[config.mk]
export PLATFORM = sky130hd
export DESIGN_NAME = sequential_alarm_schedule_unit
export DESIGN_NICKNAME = d
export VERILOG_FILES = /design/src/rtl/sas_pkg.sv /design/src/rtl/sas_table.sv /design/src/rtl/sequential_alarm_schedule_unit.sv
export SDC_FILE = /design/constraint.sdc
export NUM_CORES = 1
export LEC_CHECK = 0
export BUFFER_PORTS_ARGS = -buffer_cell sky130_fd_sc_hd__buf_2
export CORE_MARGIN = 2
export CORE_UTILIZATION = 40
export CTS_CLUSTER_SIZE = 14
export DETAILED_ROUTE_END_ITERATION = 8
export SLEW_MARGIN = 0
export SYNTH_ARGS = -nofsm -noshare
export SYNTH_HDL_FRONTEND = slang
export SYNTH_SLANG_ARGS = --single-unit
export TNS_END_PERCENT = 30
[constraint.sdc]
create_clock -name clk -period 3.2 [get_ports clk]
set_input_delay 0.64 -clock clk [delete_from_list [all_inputs] [get_ports clk]]
set_output_delay 0.64 -clock clk [all_outputs]
set_load 0.01 [all_outputs]
[src/rtl/sas_pkg.sv]
package sas_pkg;

  localparam int SLOTS     = 14;
  localparam int LOG_DEPTH = 14;
  localparam int SLOT_W    = $clog2(SLOTS);
  localparam int CNT_W     = $clog2(SLOTS + 1);
  localparam int LOG_W     = $clog2(LOG_DEPTH);
  localparam int LCNT_W    = $clog2(LOG_DEPTH + 1);
  localparam int MIN_W     = 11;

  localparam logic [2:0] OP_TICK      = 3'd0;
  localparam logic [2:0] OP_ADD       = 3'd1;
  localparam logic [2:0] OP_CLR_SCHED = 3'd2;
  localparam logic [2:0] OP_CLR_LOG   = 3'd3;
  localparam logic [2:0] OP_READ      = 3'd4;

  typedef struct packed {
    logic              we;
    logic [SLOT_W-1:0] waddr;
    logic [MIN_W-1:0]  wdata;
    logic [SLOT_W-1:0] raddr;
    logic [MIN_W-1:0]  key;
  } tbl_ctl_t;

endpackage

[src/rtl/sas_table.sv]
module sas_table (
  input  logic             clk,
  input  sas_pkg::tbl_ctl_t ctl,
  output logic             hit
);
  import sas_pkg::*;

  logic [MIN_W-1:0] mem [SLOTS];
  logic [MIN_W-1:0] rdata;

  always_ff @(posedge clk) begin
    if (ctl.we) begin
      mem[ctl.waddr] <= ctl.wdata;
    end
    rdata <= mem[ctl.raddr];
  end

  // shared comparator: tick match and duplicate search
  assign hit = (rdata == ctl.key);

endmodule

[src/rtl/sequential_alarm_schedule_unit.sv]
// Steps: an accepted item passes the fetch state, then, for a checked add, a scan that reads
// one entry a cycle over the N table entries, then the exec state that registers its result.
// A new item is accepted only once the previous item's result is registered;
// the last step holds while an earlier result waits on m_axis_tready.
// Reset (rst, synchronous): empties table and fired list, last fired slot -1;
// the table and fired list contents are not cleared.
module sequential_alarm_schedule_unit (
  input  logic        clk,
  input  logic        rst,
  input  logic        s_axis_tvalid,
  output logic        s_axis_tready,
  // [10:0] time_minute, [11] check_duplicate, [15:12] read_index
  input  logic [15:0] s_axis_tdata,
  // [2:0] opcode
  input  logic [2:0]  s_axis_tuser,
  output logic        m_axis_tvalid,
  input  logic        m_axis_tready,
  // [0] dispense, [4:1] fired_slot, [9:5] last_fired_slot, [13:10] fired_count,
  // [18:14] read_slot, [19] add_accepted, [23:20] entry_count
  output logic [23:0] m_axis_tdata
);
  import sas_pkg::*;

  localparam logic [1:0] S_IDLE  = 2'd0;
  localparam logic [1:0] S_FETCH = 2'd1;
  localparam logic [1:0] S_SCAN  = 2'd2;
  localparam logic [1:0] S_EXEC  = 2'd3;

  logic [1:0]        state;
  logic [2:0]        op_r;
  logic [MIN_W-1:0]  t_r;
  logic              dup_r;
  logic [3:0]        ridx_r;

  logic [CNT_W-1:0]  count, count_next;
  logic [SLOT_W-1:0] next_slot, next_slot_next;
  logic signed [4:0] last_slot, last_slot_next;
  logic [LCNT_W-1:0] log_count, log_count_next;
  logic [MIN_W-1:0]  last_min, last_min_next;
  logic              have_fired, have_fired_next;

  logic [CNT_W-1:0]  scan_idx;
  logic              cmp_pend;
  logic              found;

  logic              m_valid;
  logic [23:0]       out_data;

  logic [3:0]        log_mem [LOG_DEPTH];
  logic [3:0]        log_rdata;
  logic              log_we;

  tbl_ctl_t          tbl;
  logic              hit;

  logic              exec_go;
  logic              fire;
  logic [CNT_W-1:0]  ns_inc;
  logic              o_disp;
  logic [3:0]        o_fslot;
  logic signed [4:0] o_rslot;
  logic              o_acc;

  assign s_axis_tready = (state == S_IDLE);
  assign m_axis_tvalid = m_valid;
  assign m_axis_tdata  = out_data;
  assign exec_go       = (state == S_EXEC) && (!m_valid || m_axis_tready);

  assign fire = (op_r == OP_TICK) && (count != '0) && (CNT_W'(next_slot) < count) &&
                !(have_fired && (t_r == last_min)) && hit;
  assign ns_inc = CNT_W'(next_slot) + CNT_W'(1);

  always_comb begin
    tbl.we    = exec_go && (op_r == OP_ADD) && (count < CNT_W'(SLOTS)) && !found;
    tbl.waddr = count[SLOT_W-1:0];
    tbl.wdata = t_r;
    tbl.raddr = (state == S_SCAN) ? scan_idx[SLOT_W-1:0] : next_slot;
    tbl.key   = t_r;
  end

  sas_table u_table (
    .clk (clk),
    .ctl (tbl),
    .hit (hit)
  );

  assign log_we = exec_go && fire && (log_count < LCNT_W'(LOG_DEPTH));

  always_ff @(posedge clk) begin
    if (log_we) begin
      log_mem[log_count[LOG_W-1:0]] <= 4'(next_slot);
    end
    log_rdata <= log_mem[ridx_r[LOG_W-1:0]];
  end

  always_comb begin
    count_next      = count;
    next_slot_next  = next_slot;
    last_slot_next  = last_slot;
    log_count_next  = log_count;
    last_min_next   = last_min;
    have_fired_next = have_fired;
    o_disp          = 1'b0;
    o_fslot         = '0;
    o_rslot         = -5'sd1;
    o_acc           = 1'b0;
    case (op_r)
      OP_TICK: begin
        if (fire) begin
          o_disp          = 1'b1;
          o_fslot         = 4'(next_slot);
          last_slot_next  = $signed({1'b0, 4'(next_slot)});
          if (log_count < LCNT_W'(LOG_DEPTH)) begin
            log_count_next = log_count + LCNT_W'(1);
          end
          last_min_next   = t_r;
          have_fired_next = 1'b1;
          next_slot_next  = (ns_inc >= count) ? '0 : ns_inc[SLOT_W-1:0];
        end
      end
      OP_ADD: begin
        if ((count < CNT_W'(SLOTS)) && !found) begin
          count_next = count + CNT_W'(1);
          o_acc      = 1'b1;
        end
      end
      OP_CLR_SCHED: begin
        count_next      = '0;
        next_slot_next  = '0;
        last_slot_next  = -5'sd1;
        log_count_next  = '0;
        have_fired_next = 1'b0;
        last_min_next   = '0;
      end
      OP_CLR_LOG: begin
        log_count_next = '0;
      end
      OP_READ: begin
        if (LCNT_W'(ridx_r) < log_count) begin
          o_rslot = $signed({1'b0, log_rdata});
        end
      end
      default: begin
      end
    endcase
  end

  always_ff @(posedge clk) begin
    if (rst) begin
      state      <= S_IDLE;
      count      <= '0;
      next_slot  <= '0;
      last_slot  <= -5'sd1;
      log_count  <= '0;
      last_min   <= '0;
      have_fired <= 1'b0;
      scan_idx   <= '0;
      cmp_pend   <= 1'b0;
      found      <= 1'b0;
      m_valid    <= 1'b0;
    end else begin
      if (m_valid && m_axis_tready && !exec_go) begin
        m_valid <= 1'b0;
      end
      case (state)
        S_IDLE: begin
          if (s_axis_tvalid) begin
            op_r     <= s_axis_tuser;
            t_r      <= s_axis_tdata[10:0];
            dup_r    <= s_axis_tdata[11];
            ridx_r   <= s_axis_tdata[15:12];
            scan_idx <= '0;
            cmp_pend <= 1'b0;
            found    <= 1'b0;
            state    <= S_FETCH;
          end
        end
        S_FETCH: begin
          state <= ((op_r == OP_ADD) && dup_r) ? S_SCAN : S_EXEC;
        end
        S_SCAN: begin
          if (cmp_pend && hit) begin
            found <= 1'b1;
          end
          if (scan_idx < count) begin
            scan_idx <= scan_idx + CNT_W'(1);
            cmp_pend <= 1'b1;
          end else begin
            cmp_pend <= 1'b0;
            if (!cmp_pend) begin
              state <= S_EXEC;
            end
          end
        end
        S_EXEC: begin
          if (exec_go) begin
            count      <= count_next;
            next_slot  <= next_slot_next;
            last_slot  <= last_slot_next;
            log_count  <= log_count_next;
            last_min   <= last_min_next;
            have_fired <= have_fired_next;
            m_valid    <= 1'b1;
            out_data   <= {4'(count_next), o_acc, o_rslot, 4'(log_count_next),
                           last_slot_next, o_fslot, o_disp};
            state      <= S_IDLE;
          end
        end
        default: begin
          state <= S_IDLE;
        end
      endcase
    end
  end

`ifndef SYNTHESIS
  a_count_bound: assert property (@(posedge clk) disable iff (rst)
    (count <= CNT_W'(SLOTS)) && (log_count <= LCNT_W'(LOG_DEPTH)))
    else $error("entry or log count beyond capacity");

  a_ptr_in_table: assert property (@(posedge clk) disable iff (rst)
    ((count == '0) && (next_slot == '0)) || (CNT_W'(next_slot) < count))
    else $error("next slot outside the table");

  a_fire_matches_last: assert property (@(posedge clk) disable iff (rst)
    exec_go && fire |=> (last_slot == $signed({1'b0, out_data[4:1]})) && out_data[0])
    else $error("fired slot and last fired slot disagree");

  a_no_exec_while_stalled: assert property (@(posedge clk) disable iff (rst)
    m_valid && !m_axis_tready && (state == S_EXEC) |=> (state == S_EXEC) && $stable(count))
    else $error("state updated while result was stalled");
`endif

endmodule

Word-level counts from Yosys, hierarchy flattened
Memory sizes are Yosys's and may differ from the RTL's. A register that Yosys moved wholly into a read port is not among the register bits.
Index checks and enable logic that the tools add are counted.
{ "word_totals": {"reg_bits": 81, "ramBits": 210, "mem_count": 2} }
{ "mem_list": {"columns": ["memory", "words", "width", "rd", "rd_ports_with_merged_regs", "write_ports", "line", "rtl"], "rows": [
  ["u_table.mem", 14, 11, 1, 1, 1, "sas_table.sv:8", "logic [MIN_W-1:0] mem [SLOTS];"],
  ["log_mem", 14, 4, 1, 1, 1, "sequential_alarm_schedule_unit.sv:49", "logic [3:0] log_mem [LOG_DEPTH];"]
]} }
{ "classes": {"add_sub_neg": 4, "magnitude_cmp": 6, "eq_ne": 16, "n_mux": 39, "bitwise_logic": 1, "n_reduce_logical": 37} }
{ "ops": {"columns": ["cell", "count"], "rows": [
  ["4-bit 2-to-1 mux", 8],
  ["4-bit one-hot mux with 2 select lines", 4],
  ["11-bit == test", 2],
  ["11-bit one-hot mux with 2 select lines", 1],
  ["4-bit by 1-bit adder with 4-bit output (second input constant)", 4],
  ["1-bit logical AND", 16],
  ["1-bit 2-to-1 mux", 14],
  ["4-bit < comparator", 3],
  ["3-bit AND reduction", 4],
  ["11-bit 2-to-1 mux", 1],
  ["5-bit 2-to-1 mux", 2],
  ["2-bit != test (second input constant)", 5],
  ["5-bit one-hot mux with 2 select lines", 1],
  ["4-bit < comparator (second input constant)", 2],
  ["2-bit 2-to-1 mux", 4],
  ["2-bit one-hot mux with 4 select lines", 1],
  ["2-bit AND reduction", 4],
  ["4-bit AND reduction", 2],
  ["3-bit by 2-bit == test with 1-bit output (second input constant)", 2],
  ["1-bit one-hot mux with 2 select lines", 3],
  ["2-bit == test (second input constant)", 2],
  ["4-bit greater-or-equal comparator", 1],
  ["1-bit zero test", 4],
  ["2-bit by 1-bit != test with 1-bit output (second input constant)", 2],
  ["other kinds (10)", 11]
]} }

Depth between registers and ports, before layout
{ "depth": {"depth_word": 9, "depth_mapped": 12, "ltp_nobuf": 8} }

Hierarchy
From an unflattened synthesis, not the netlist that was laid out.
{ "hier_totals": {"cells_unflattened": 743, "hier_area_um2": 12532.0} }
{ "by_module_without_submodules": {"columns": ["module", "instances", "cells_per_inst", "area_each_um2", "seq_area_each_um2"], "rows": [
  ["sas_table", 1, 293, 6329.8, 4844.6],
  ["sequential_alarm_schedule_unit", 1, 450, 6202.2, 3813.7]
]} }

Worst setup path after synthesis
OpenSTA, ideal clock, no wires.
{ "synth_timing": {"path_kind": "in2reg", "start": "in m_axis_tready", "end": "mem u_table.mem[10][0], enable pin", "t_arrival_ps": 2640, "required_time_ps": 2792, "path_slack_ps": 152, "cell_stages": 6, "path_buffers": 2, "path_cell_list": "nand2b_1 and2_1 clkbuf_1 buf_1 nand2_1 nor4_1"} }
{ "synth_via": {"elab_chain_len": 7} }
{ "synth_rtl": {"columns": ["element", "line", "rtl"], "rows": [
  ["from (decl)", "sequential_alarm_schedule_unit.sv:17", "input logic m_axis_tready,"],
  ["1-bit logical OR", "sequential_alarm_schedule_unit.sv:67", "assign exec_go = (state == S_EXEC) && (!m_valid || m_axis_tready);"],
  ["1-bit logical AND", "sequential_alarm_schedule_unit.sv:67", null],
  ["1-bit logical AND (3 in series)", "sequential_alarm_schedule_unit.sv:74", "tbl.we = exec_go && (op_r == OP_ADD) && (count < CNT_W'(SLOTS)) && !found;"],
  ["1-bit 2-to-1 mux", "sas_table.sv:12", "if (ctl.we) begin"],
  ["1-bit 2-to-1 mux (implied by the code)", "sas_table.sv:13", "mem[ctl.waddr] <= ctl.wdata;"],
  ["to (decl)", "sas_table.sv:8", null]
]} }
No other way between the ends.

Worst setup path in the final report
{ "layout_timing": {"start": "reg count[2]", "end": "reg out_data[8] (netlist: m_axis_tdata[8]) (data pin)"} }
{ "layout_via": {"elab_chain_len": 7} }
{ "layout_rtl": {"columns": ["element", "line", "rtl"], "rows": [
  ["from (decl)", "sequential_alarm_schedule_unit.sv:35", "logic [CNT_W-1:0] count, count_next;"],
  ["from (signal assigned)", "sequential_alarm_schedule_unit.sv:197", "count <= count_next;"],
  ["branches (longest 2 deep; another with 4-bit < comparator)", null, null],
  ["1-bit logical AND * (2 in series)", "sequential_alarm_schedule_unit.sv:69", "assign fire = (op_r == OP_TICK) && (count != '0) && (CNT_W'(next_slot) < count) &&"],
  ["1-bit logical AND *", "sequential_alarm_schedule_unit.sv:70", "!(have_fired && (t_r == last_min)) && hit;"],
  ["5-bit 2-to-1 mux *", "sequential_alarm_schedule_unit.sv:109", "if (fire) begin"],
  ["5-bit one-hot mux with 2 select lines *", "sequential_alarm_schedule_unit.sv:107", "case (op_r)"],
  ["net last_slot_next[3]", "sequential_alarm_schedule_unit.sv:37", "logic signed [4:0] last_slot, last_slot_next;"],
  ["to (signal assigned)", "sequential_alarm_schedule_unit.sv:204", "out_data <= {4'(count_next), o_acc, o_rslot, 4'(log_count_next),"],
  ["to (decl)", "sequential_alarm_schedule_unit.sv:47", "logic [23:0] out_data;"]
]} }
Mark *: on every way through the listed nets, which the timed path passes.
A chain may end at the register's enable or synchronous reset.

==> key figures <==
Final layout
  • Share of post-route cells with drive strength above 1: 0.2787
  • Layout Nets: 906
  • Ant diodes: 0
  • Final non-filler cell area: 0.01477 mm²
  • Final Util: 0.4791
  • Area grow syn2layout: 17.24%

Clock network
  • Num CTS Buffers: 34
  • Hold buffers post-CTS: 0
  • Clock tree sinks: 306
  • Post-CTS Setup Bufs: 0
  • Worst skew pair latency: 0.51 ns
  • Post_cts resized: 0
  • Clk buf depth: 3
  • Htree depth: 2
  • CTS tree: yes
  • Clk pin slew, worst setup/hold paths: 0.06 ns
  • CTS root buffer: clkbuf_16

STA
  • Final period utilization: 0.8994
  • Minimum clock period: 2.878 ns
  • Worst Tran Pin Value: 1.035 ns
  • Fin Setup TNS: 0 ns
  • Final setup viols: 0
  • Slew Viols, Final: 0
  • FMAX: 0.3474 GHz
  • Final Hold Vio Count: 0
  • Unrepaired setup endpoints after global routing: no
  • Final WS setup: 0.3219 ns
  • Worst Clk Skew: 0.01676 ns
  • Slew HR: 0.3102
  • Hold Worst Slack: 0.3040 ns

Global routing
  • First-pass GRT wire length: 42930 µm
  • Top Usage Layer GRT: met2
  • Met1 Use GR: 0.2370
  • Met3 usage: 0.02968
  • GRT Overall Usage: 0.1727
  • Vias in the first global route: 7151
  • M2 GR Usage: 0.2818
  • Antenna violations before repair: 0
  • Grt total ovfl: 0
  • Largest net degree at the start of global routing: 42

Setup path
  • R2R Path Start: count[2]
  • Required time worst endpoint: 3.45 ns
  • WP data arrival: 3.12 ns
  • Setup crit start: count[2]
  • Worst setup EP type: flop
  • Worst R2R Setup Slack: 0.32 ns
  • Kind of critical path: reg -> reg
  • CP Max Fanout: 41
  • Critical path startpoint category: flop

Synthesis
  • Post-Syn Area: 0.01260 mm²
  • Synth top area cells: edfxtp_1, mux4_2, dfxtp_1
  • Async S/R FF share, synth: 0
  • Register area share after synthesis: 0.6873
  • Library cells used by synthesis: 60
  • Mapped Cells: 756
  • Warnings from Yosys: 0
  • Yosys reg bits: 306
  • Mean Syn Cell Area: 16.66 µm²
  • Synthesized Nets: 807
  • Main synth FF type: edfxtp_1
  • Yosys top cell area share: 0.6031
  • Post-synth top area cell: edfxtp_1
  • Most instantiated cells after synthesis: edfxtp_1, mux4_2, dfxtp_1, nor2_1
  • Most common cell in the synthesized netlist: edfxtp_1
  • Post-synth EDFFs: 253

Floorplan
  • Die area: 0.03293 mm²
  • Initial Util: 0.4086
  • Num rows: 64
  • Top-Level Pins: 49
  • Core footprint: 0.03083 mm²
  • Die span in y: 181.5 µm
  • Die X-Extent: 181.5 µm

Routing
  • Drt pass-1 iters: 5
  • Via count: 6936
  • DRC Markers: 0
  • 1st-iter DRT viols: 531
  • WL final: 27630 µm
  • DRT antenna net count: 0
  • Per-cell routed wire length: 21.67 µm
  • Vias/cell: 5.440

Outcome
  • Status: finished, final reports clean

Placement
  • Port Buffers: 48
  • Pre-CTS WS: 0.3652 ns
  • Final Wtd Congestion: 0.8186
  • Placed cell area: 0.01369 mm²
  • Post-detail-place hpwl: 17690 µm

Run
  • Maxcap violations: 0

Hold path
  • HP Class: in -> reg
  • Hold Startpoint: s_axis_tdata[3]

Power and ir drop
  • Leakage: 4.998 nW
  • Worst vdd ir: 0.0004923 V
  • PD cells: 608.5 mW/mm²
[layout make-up]
| type | instances | area (µm²) |
|---|---|---|
| clock inverters | 13 | 140.1 |
| fillers | 2571 | 16060 |
| well taps | 396 | 495.5 |
| repair buffers | 102 | 708.2 |
| flip-flops and latches | 306 | 8658 |
| multi-input cells | 388 | 3740 |
| inverters | 23 | 86.33 |
| clock buffers | 47 | 940.9 |
[report_power, final]
part	switching, W	leakage [nW]	total (W)	internal (W)
clock network	0.00149	0.526	0.00372	0.00223
registers	0.000103	2.79	0.00452	0.00441
logic	0.000473	1.69	0.000748	0.000274
[metrics by stage]
stage,power (W),instances
2_1_floorplan,0.005042,756
3_3_place_gp,0.005336,1215
3_5_place_dp,0.005342,1215
4_1_cts,0.009068,1275
5_1_grt,0.009320,1275
6_report,0.008987,1275
[worst max-delay path: stages (launching register included)]
cell	delay (ns)
dfxtp_1	0.31
inv_1	0.27
ha_1	0.29
o21ai_0	0.17
a21oi_1	0.09
a2111oi_4	0.33
and3_1	0.39
buf_12	0.26
and2b_1	0.21
or3_1	0.29
[cell families after synthesis]
group / Yosys count / synth area share
AO/OA/AOI/OAI: 102 / 0.05185
XOR/XNOR: 24 / 0.01669
adder cells (fa/ha/maj): 28 / 0.02781
buffers and inverters: 62 / 0.02314
flip-flops: 306 / 0.6873
multiplexers: 84 / 0.1281
AND/OR/NAND/NOR: 150 / 0.06506
[cell usage in the layout, fill, tap and decap left out, drive strengths merged, types with 21 or more instances in the layout]
cell type and count:
buf 102, ha 28, inv 23, edfxtp 253, o21ai 29, clkbuf 47, nand2 21, a21oi 28
dfxtp 53, xnor2 23, nor2 29, mux4 60
[path summary, 6_finish.rpt]
check	endpoint	cells past startpoint
hold reg to reg	last_min[10]	2
hold / removal	t_r[3]	1
setup reg to reg	m_axis_tdata[8]	9
setup / recovery	m_axis_tdata[8]	9
[registers in the layout (all words and copies together), names as in the netlist]
| name | cells |
|---|---|
| found | 1 |
| scan_idx | 4 |
| ridx_r | 4 |
| log_rdata | 4 |
| next_slot | 4 |
| u_table.rdata | 11 |
| have_fired | 1 |
| last_slot | 5 |
| state | 2 |
| op_r | 3 |
| m_axis_tdata | 24 |
| t_r | 11 |
| u_table.mem | 154 |
| count | 4 |
| log_mem | 56 |
| m_axis_tvalid | 1 |
| cmp_pend | 1 |
| log_count | 4 |
| last_min | 11 |
| dup_r | 1 |
[per-layer routing]
metal	vias up	wire [µm]
li1	3192	-
met1	3492	12300
met2	194	13230
met3	58	1352
met4	0	740
met5	-	0
(Power assumes the default switching activity.)
